### config.mk
export PLATFORM = sky130hd
export DESIGN_NAME = dynamic_threshold_step_counter
export DESIGN_NICKNAME = d
export VERILOG_FILES = /design/src/sv/dtsc_pkg.sv /design/src/sv/dynamic_threshold_step_counter.sv
export SDC_FILE = /design/constraint.sdc
export NUM_CORES = 2
export LEC_CHECK = 0
export BUFFER_PORTS_ARGS = -buffer_cell sky130_fd_sc_hd__buf_2
export CORE_UTILIZATION = 67
export DETAILED_ROUTE_END_ITERATION = 6
export GPL_ROUTABILITY_DRIVEN = 0
export HOLD_SLACK_MARGIN = 0.08
export PLACE_DENSITY = 0.85
export SLEW_MARGIN = 20
export SYNTH_ARGS = -nofsm -noshare
export SYNTH_HDL_FRONTEND = slang
export SYNTH_SLANG_ARGS = --single-unit
### constraint.sdc
create_clock -name clk_i -period 25.2 [get_ports clk_i]
set_input_delay 1.26 -clock clk_i [delete_from_list [all_inputs] [get_ports clk_i]]
set_output_delay 1.26 -clock clk_i [all_outputs]
set_load 0.01 [all_outputs]
### src/sv/dtsc_pkg.sv
// ----------------------------------------------------------------------------
// dtsc_pkg
// Shared widths, reset values and codes for the dynamic threshold step counter.
// ----------------------------------------------------------------------------
package dtsc_pkg;

  localparam int SAMPLE_BITS = 16;
  localparam int TOTAL_BITS  = 32;

  // extreme registers must hold the +/-100.0 window reset values
  localparam int EXT_W = (SAMPLE_BITS > 16) ? SAMPLE_BITS : 16;
  localparam int STEP_W = 15;
  localparam int THR_W  = 14;
  localparam int CNT_W  = 8;
  localparam int CMP_W  = (SAMPLE_BITS + 1 > STEP_W) ? SAMPLE_BITS + 1 : STEP_W;
  localparam int CFG_IDX_W  = 2;
  localparam int CFG_DATA_W = STEP_W;
  localparam int NAXES = 3;

  localparam logic signed [EXT_W-1:0] PEAK_RESET   = EXT_W'(-25600);
  localparam logic signed [EXT_W-1:0] VALLEY_RESET = EXT_W'(25600);
  localparam logic [CNT_W-1:0]        CNT_MAX      = '1;

  localparam logic [STEP_W-1:0] FILTER_STEP_RESET  = STEP_W'(128);
  localparam logic [THR_W-1:0]  ACTIVITY_THR_RESET = THR_W'(256);
  localparam logic [CNT_W-1:0]  MAX_STEPS_RESET    = CNT_W'(5);
  localparam logic [CNT_W-1:0]  CONFIRM_RESET      = CNT_W'(8);

  typedef enum logic [CFG_IDX_W-1:0] {
    REG_FILTER_STEP  = 2'd0,
    REG_ACTIVITY_THR = 2'd1,
    REG_MAX_STEPS    = 2'd2,
    REG_CONFIRM      = 2'd3
  } cfg_reg_e;

  typedef enum logic [1:0] {
    AXIS_NONE = 2'd0,
    AXIS_X    = 2'd1,
    AXIS_Y    = 2'd2,
    AXIS_Z    = 2'd3
  } axis_e;

  typedef enum logic {
    MODE_QUALIFY = 1'b0,
    MODE_COUNT   = 1'b1
  } mode_e;

endpackage

### src/sv/dynamic_threshold_step_counter.sv
// ----------------------------------------------------------------------------
// dynamic_threshold_step_counter
// Three-axis step counter with step filters, per-window peak and valley
// tracking, midpoint crossing counts and a walking confirmation stage.
// ----------------------------------------------------------------------------
// The block takes one sample transaction per clock unless the input side
// stalls. A sample goes into an input register; as it leaves that register
// the filter, crossing, extreme and window-end logic update the axis state,
// and a window-end sample writes one result into the output register. Other
// samples give no result. The input side stalls only when a window-end sample
// is waiting and the output register still holds a result not yet taken.
// Configuration writes are always accepted and take effect at once.
module dynamic_threshold_step_counter (
  input  logic                                      clk_i,
  input  logic                                      rst_ni,
  input  logic                                      in_valid_i,
  output logic                                      in_ready_o,
  input  logic signed [dtsc_pkg::SAMPLE_BITS-1:0]   accel_x_i,
  input  logic signed [dtsc_pkg::SAMPLE_BITS-1:0]   accel_y_i,
  input  logic signed [dtsc_pkg::SAMPLE_BITS-1:0]   accel_z_i,
  input  logic                                      window_end_i,
  output logic                                      out_valid_o,
  input  logic                                      out_ready_i,
  output logic [dtsc_pkg::CNT_W-1:0]                window_crossings_o,
  output logic [1:0]                                dominant_axis_o,
  output logic [dtsc_pkg::CNT_W-1:0]                steps_added_o,
  output logic [dtsc_pkg::TOTAL_BITS-1:0]           total_steps_o,
  output logic                                      counting_mode_o,
  input  logic                                      cfg_valid_i,
  output logic                                      cfg_ready_o,
  input  logic [dtsc_pkg::CFG_IDX_W-1:0]            cfg_index_i,
  input  logic [dtsc_pkg::CFG_DATA_W-1:0]           cfg_data_i
);

  localparam int EW = dtsc_pkg::EXT_W;
  localparam int SW = dtsc_pkg::SAMPLE_BITS;
  localparam int N  = dtsc_pkg::NAXES;
  localparam int CW = dtsc_pkg::CNT_W;
  localparam int CMP_W_L = dtsc_pkg::CMP_W;

  // configuration
  logic [dtsc_pkg::STEP_W-1:0] filter_step_q;
  logic [dtsc_pkg::THR_W-1:0]  activity_thr_q;
  logic [CW-1:0]               max_steps_q;
  logic [CW-1:0]               confirm_q;

  // input register
  logic                        in_valid_q;
  logic signed [SW-1:0]        sample_q [N];
  logic                        window_end_q;
  logic                        advance;

  // axis state
  logic signed [EW-1:0] wmax_q [N];
  logic signed [EW-1:0] wmin_q [N];
  logic signed [EW-1:0] pmax_q [N];
  logic signed [EW-1:0] pmin_q [N];
  logic signed [SW-1:0] filt_q [N];
  logic [CW-1:0]        cross_q [N];

  logic signed [EW-1:0] wmax_d [N];
  logic signed [EW-1:0] wmin_d [N];
  logic signed [SW-1:0] filt_d [N];
  logic [CW-1:0]        cross_d [N];
  logic [EW:0]          swing [N];

  logic [CW-1:0]                    pending_q, pending_d;
  dtsc_pkg::mode_e                  mode_q, mode_d;
  logic [dtsc_pkg::TOTAL_BITS-1:0]  total_q, total_d;

  dtsc_pkg::axis_e   axis;
  logic [CW-1:0]     count;
  logic [CW-1:0]     added;
  logic              plausible;
  logic [CW:0]       pending_sum;
  logic [CW-1:0]     pending_sat;

  // output register
  logic                               out_valid_q;
  logic [CW-1:0]                      crossings_q;
  dtsc_pkg::axis_e                    axis_q;
  logic [CW-1:0]                      added_q;

  assign cfg_ready_o = 1'b1;

  always_ff @(posedge clk_i or negedge rst_ni) begin
    if (!rst_ni) begin
      filter_step_q  <= dtsc_pkg::FILTER_STEP_RESET;
      activity_thr_q <= dtsc_pkg::ACTIVITY_THR_RESET;
      max_steps_q    <= dtsc_pkg::MAX_STEPS_RESET;
      confirm_q      <= dtsc_pkg::CONFIRM_RESET;
    end else if (cfg_valid_i) begin
      case (dtsc_pkg::cfg_reg_e'(cfg_index_i))
        dtsc_pkg::REG_FILTER_STEP:  filter_step_q  <= cfg_data_i[dtsc_pkg::STEP_W-1:0];
        dtsc_pkg::REG_ACTIVITY_THR: activity_thr_q <= cfg_data_i[dtsc_pkg::THR_W-1:0];
        dtsc_pkg::REG_MAX_STEPS:    max_steps_q    <= cfg_data_i[CW-1:0];
        dtsc_pkg::REG_CONFIRM:      confirm_q      <= cfg_data_i[CW-1:0];
        default: ;
      endcase
    end
  end

  // a sample without window end never produces a result, so it never waits
  assign advance    = in_valid_q && (!window_end_q || !out_valid_q || out_ready_i);
  assign in_ready_o = !in_valid_q || advance;

  always_ff @(posedge clk_i or negedge rst_ni) begin
    if (!rst_ni) begin
      in_valid_q <= 1'b0;
    end else if (in_ready_o) begin
      in_valid_q <= in_valid_i;
    end
  end

  always_ff @(posedge clk_i) begin
    if (in_ready_o && in_valid_i) begin
      sample_q[0]  <= accel_x_i;
      sample_q[1]  <= accel_y_i;
      sample_q[2]  <= accel_z_i;
      window_end_q <= window_end_i;
    end
  end

  // per-axis filter, crossing and extreme update
  always_comb begin
    logic signed [EW-1:0] s_ext;
    logic signed [SW:0]   diff;
    logic [CMP_W_L-1:0]   diff_abs;
    logic signed [EW+1:0] mid2;
    logic signed [EW+1:0] before2;
    logic signed [EW+1:0] after2;
    logic signed [EW:0]   sw_diff;
    for (int i = 0; i < N; i++) begin
      s_ext    = EW'(sample_q[i]);
      diff     = (SW+1)'(sample_q[i]) - (SW+1)'(filt_q[i]);
      diff_abs = diff[SW] ? CMP_W_L'(-diff) : CMP_W_L'(diff);
      if (diff_abs > CMP_W_L'(filter_step_q)) begin
        filt_d[i] = sample_q[i];
      end else begin
        filt_d[i] = filt_q[i];
      end
      mid2    = (EW+2)'(pmax_q[i]) + (EW+2)'(pmin_q[i]);
      before2 = $signed({(EW+1)'(filt_q[i]), 1'b0});
      after2  = $signed({(EW+1)'(filt_d[i]), 1'b0});
      if (before2 > mid2 && after2 < mid2 && cross_q[i] != dtsc_pkg::CNT_MAX) begin
        cross_d[i] = cross_q[i] + CW'(1);
      end else begin
        cross_d[i] = cross_q[i];
      end
      wmax_d[i] = (s_ext > wmax_q[i]) ? s_ext : wmax_q[i];
      wmin_d[i] = (s_ext < wmin_q[i]) ? s_ext : wmin_q[i];
      sw_diff   = (EW+1)'(wmax_d[i]) - (EW+1)'(wmin_d[i]);
      swing[i]  = sw_diff[EW] ? (EW+1)'(-sw_diff) : (EW+1)'(sw_diff);
    end
  end

  // most active axis and its crossing count
  always_comb begin
    axis  = dtsc_pkg::AXIS_NONE;
    count = '0;
    if (swing[0] > swing[1] && swing[0] > swing[2] &&
        swing[0] >= (EW+1)'(activity_thr_q)) begin
      axis  = dtsc_pkg::AXIS_X;
      count = cross_d[0];
    end else if (swing[1] > swing[0] && swing[1] > swing[2] &&
                 swing[1] >= (EW+1)'(activity_thr_q)) begin
      axis  = dtsc_pkg::AXIS_Y;
      count = cross_d[1];
    end else if (swing[2] > swing[0] && swing[2] > swing[1] &&
                 swing[2] >= (EW+1)'({activity_thr_q, 1'b0})) begin
      axis  = dtsc_pkg::AXIS_Z;
      count = cross_d[2];
    end
  end

  assign plausible   = (count != '0) && (count <= max_steps_q);
  assign pending_sum = (CW+1)'(pending_q) + (CW+1)'(count);
  assign pending_sat = pending_sum[CW] ? dtsc_pkg::CNT_MAX : pending_sum[CW-1:0];

  // confirmation: next mode
  always_comb begin
    mode_d = mode_q;
    case (mode_q)
      dtsc_pkg::MODE_QUALIFY: begin
        if (plausible && pending_sat >= confirm_q) begin
          mode_d = dtsc_pkg::MODE_COUNT;
        end
      end
      dtsc_pkg::MODE_COUNT: begin
        if (!plausible) begin
          mode_d = dtsc_pkg::MODE_QUALIFY;
        end
      end
      default: mode_d = dtsc_pkg::MODE_QUALIFY;
    endcase
  end

  // confirmation: pending and added steps
  always_comb begin
    pending_d = pending_q;
    added     = '0;
    case (mode_q)
      dtsc_pkg::MODE_QUALIFY: begin
        if (plausible) begin
          if (pending_sat >= confirm_q) begin
            added     = pending_sat;
            pending_d = '0;
          end else begin
            pending_d = pending_sat;
          end
        end else begin
          pending_d = '0;
        end
      end
      dtsc_pkg::MODE_COUNT: begin
        if (plausible) begin
          added = count;
        end
      end
      default: pending_d = '0;
    endcase
  end

  assign total_d = total_q + dtsc_pkg::TOTAL_BITS'(added);

  always_ff @(posedge clk_i or negedge rst_ni) begin
    if (!rst_ni) begin
      for (int i = 0; i < N; i++) begin
        wmax_q[i]  <= dtsc_pkg::PEAK_RESET;
        wmin_q[i]  <= dtsc_pkg::VALLEY_RESET;
        pmax_q[i]  <= '0;
        pmin_q[i]  <= '0;
        filt_q[i]  <= '0;
        cross_q[i] <= '0;
      end
      pending_q <= '0;
      mode_q    <= dtsc_pkg::MODE_QUALIFY;
      total_q   <= '0;
    end else if (advance) begin
      for (int i = 0; i < N; i++) begin
        filt_q[i] <= filt_d[i];
        if (window_end_q) begin
          pmax_q[i]  <= wmax_d[i];
          pmin_q[i]  <= wmin_d[i];
          wmax_q[i]  <= dtsc_pkg::PEAK_RESET;
          wmin_q[i]  <= dtsc_pkg::VALLEY_RESET;
          cross_q[i] <= '0;
        end else begin
          wmax_q[i]  <= wmax_d[i];
          wmin_q[i]  <= wmin_d[i];
          cross_q[i] <= cross_d[i];
        end
      end
      if (window_end_q) begin
        pending_q <= pending_d;
        mode_q    <= mode_d;
        total_q   <= total_d;
      end
    end
  end

  always_ff @(posedge clk_i or negedge rst_ni) begin
    if (!rst_ni) begin
      out_valid_q <= 1'b0;
    end else if (advance && window_end_q) begin
      out_valid_q <= 1'b1;
    end else if (out_ready_i) begin
      out_valid_q <= 1'b0;
    end
  end

  always_ff @(posedge clk_i) begin
    if (advance && window_end_q) begin
      crossings_q <= count;
      axis_q      <= axis;
      added_q     <= added;
    end
  end

  assign out_valid_o        = out_valid_q;
  assign window_crossings_o = crossings_q;
  assign dominant_axis_o    = axis_q;
  assign steps_added_o      = added_q;
  assign total_steps_o      = total_q;
  assign counting_mode_o    = (mode_q == dtsc_pkg::MODE_COUNT);

endmodule

==> flow_summary.toml <==
[clock_network]
ctsHoldBuffers = 0
htreeDepth = 2
cts.sinks = 419
clk_latency_ps = 650
clk_pin_slew_ps = 70
cts_resized = 0
cts_buffers = 48
cts.path.max_buffers = 3
cts_tree = "built"
cts_root_buf = "clkbuf_16"
postCtsSetupBuffers = 0

[global_route]
antenna_found_initial = 0
grt_pass1_wl_um = 150000
track_usage_pct = 35.2
grt_max_degree = 131
grt-ovfl-total = 0
grt_pass1_vias = 28636

[critical_path]
cp-start-kind = "flip-flop"
cp_slowest_cell = "a2111oi_0"
rrSetupSlack_ps = 9330
cpPeakStageDelay_ps = 660
crit_start = "sample_q[0][32]"
critPathCapture = "total_steps_o[30]"
crit_top_cell = "a21oi_1"
critPathMaxFanout = 16
worstPathArrival_ps = 16450
r2r-end = "total_steps_o[30]"
r2r_cells = 73
worstSetupPathType = "reg2reg"
cp-end-kind = "flip-flop"
critPathRequiredTime_ps = 25770
r2r_start = "sample_q[0][32]"

[synth]
async_flop_share_pct = 84.0
synthDominantCellAreaShare_pct = 23.3
synth_edf_count = 67
synth_area_leader_cell = "dfrtp_1"
avgSynthCellArea_sq_um = 9.19
synthTopCellsByArea = "dfrtp_1, ha_1, edfxtp_1"
synth_cells = 3813
ys_ff_latch = 419
synth-seq-area-share_pct = 31.0
netlist_area_sq_mm = 0.0350
synthesis.nets = 4410
yosysWarnings = 0
synth_flop_cell = "dfrtp_1"
yosysUniqueCellTypes = 94

[cells_and_area]
drive_above_1_share_pct = 11.3
area_delta_synth_final_pct = 8.50
antennaDiodeCount = 0
nNetsFinal = 4514

[routing]
routed_via_density = 6.43
vias = 29803
drtIter0Drc = 2595
wl_um = 94000
wire_per_inst_um = 20.3
drc = 2
dr.pass1.iters = 7
antenna_left = 0

[timing]
worstMarginPinSlew_ps = 1190
post-route-period-util_pct = 63.0
finalCriticalPeriod_ps = 15870
relSlewSlack_pct = 19.9
max_freq_mhz = 63.0
hold_viol = 0
setup_viol_count_final = 0
setup_tns_ps = 0
maxSlewViolCount = 0
skew_ps = 43.8
rsz0062_at_grt = "false"

[die]
die_h_um = 231
die_area_sq_mm = 0.0532
core_area_sq_mm = 0.0515
num_rows = 83
ios = 125
initial_core_util_pct = 68.0
die_w_um = 231

[run_status]
violations = "design-rule violations"
status = "finished, violations left"

[flow_run]
max-cap-violations = 0

[hold_path]
holdCritPathClass = "reg2reg"

[placement]
dp_hpwl_um = 70300
io_buffers = 123
-- final cells by class --
class                   instances  area [sq um]
flip-flops and latches        419         10900
clock inverters                28           318
multi-input cells            2964         22600
fillers                      3805         13500
well taps                     680           851
inverters                     337          1260
repair buffers                147           810
clock buffers                  62          1320
-- per-stage QoR --
step           worst slack (ps)  std cells  cell area (sq um)  hold slack, ps  util [%]
6_report                   9330       4637              38000             478      73.8
5_1_grt                    8080       4637              38000             506      73.8
4_1_cts                    9510       4637              38000             479      73.8
3_5_place_dp               9620       4547              36400             467      70.6
3_3_place_gp              10090       4547              36400             465      70.6
2_1_floorplan             11170       3813              35000             452         -
-- how the worst min path moves through the flow --
stage                           start                 to  slack (ps)  cells past startpoint
floorplan                  pmax_q[13]         pmax_q[13]         450                      2
global placement           pmin_q[44]         pmin_q[44]         460                      2
detailed placement  total_steps_o[31]  total_steps_o[31]         470                      1
CTS                 total_steps_o[31]  total_steps_o[31]         480                      1
global route                pmax_q[9]          pmax_q[9]         510                      2
finish              total_steps_o[31]  total_steps_o[31]         480                      1
-- layer usage --
metal / vias to the layer above / wire (um) / track usage [%]
met2: 1157 / 43400 / 57.2
met5: - / 0 / 0
met4: 0 / 3510 / 13.5
met1: 14359 / 40100 / 47.4
met3: 257 / 7050 / 5.01
li1: 14030 / - / -
-- state kept, by name (all words and copies together), names as in the netlist --
signal and cells:
filt_q 48, pmax_q 48, pmin_q 48, sample_q 48
wmax_q 48, wmin_q 48, total_steps_o 32, cross_q 24
filter_step_q 15, activity_thr_q 14, confirm_q 8, max_steps_q 8
pending_q 8, steps_added_o 8, window_crossings_o 8, dominant_axis_o 2
counting_mode_o 1, in_valid_q 1, out_valid_o 1, window_end_q 1
-- layout by cell type (no fill, tap or decap), drive strengths merged, types with 51 or more instances in the layout --
master and n:
ha 515, inv 340, dfrtp 326, nand2 316, o21ai 268, a21oi 220
nor2 200, mux2 149, buf 147, xnor2 144, a21o 125, xor2 95
mux2i 84, edfxtp 67, nand3 65, clkbuf 62, nand4 58, nand2b 56
o21a 54, nor2b 51
-- synthesized netlist by cell type (28+ instances only) --
cell type,n
ha_1,515
inv_1,336
dfrtp_1,326
nand2_1,316
o21ai_0,263
a21oi_1,218
nor2_1,198
mux2_2,148
xnor2_1,144
a21o_1,125
xor2_1,95
mux2i_1,84
clkbuf_1,71
edfxtp_1,67
nand3_1,65
nand4_1,58
nand2b_1,56
o21a_1,54
nor2b_1,51
a22o_1,42
nor3_1,42
o31ai_1,36
and3_1,30
a31oi_1,29
o21bai_1,28
o22ai_1,28
-- critical path: cells and delay by family, from the launching register on --
kind | cells | cell delay (ps)
compound gates | 39 | 8180
simple gates | 20 | 3000
fa+ha+maj | 8 | 2640
mux | 2 | 760
buf+inv | 3 | 620
flops | 1 | 420
xor+xnor | 1 | 120
-- kinds of logic after synthesis --
logic type | Yosys count | share of synthesized area, %
AO/OA/AOI/OAI | 1028 | 19.1
AND/OR/NAND/NOR | 937 | 13.0
adder cells (fa/ha/maj) | 526 | 19.0
buffers and inverters | 430 | 4.69
flip-flops | 419 | 31.0
XOR/XNOR | 239 | 5.97
multiplexers | 233 | 7.19
other | 1 | 0.0107
Power is left out: the tool's default activity adds up to more than one toggle a clock period on the data nets, which glitch-free logic cannot reach.
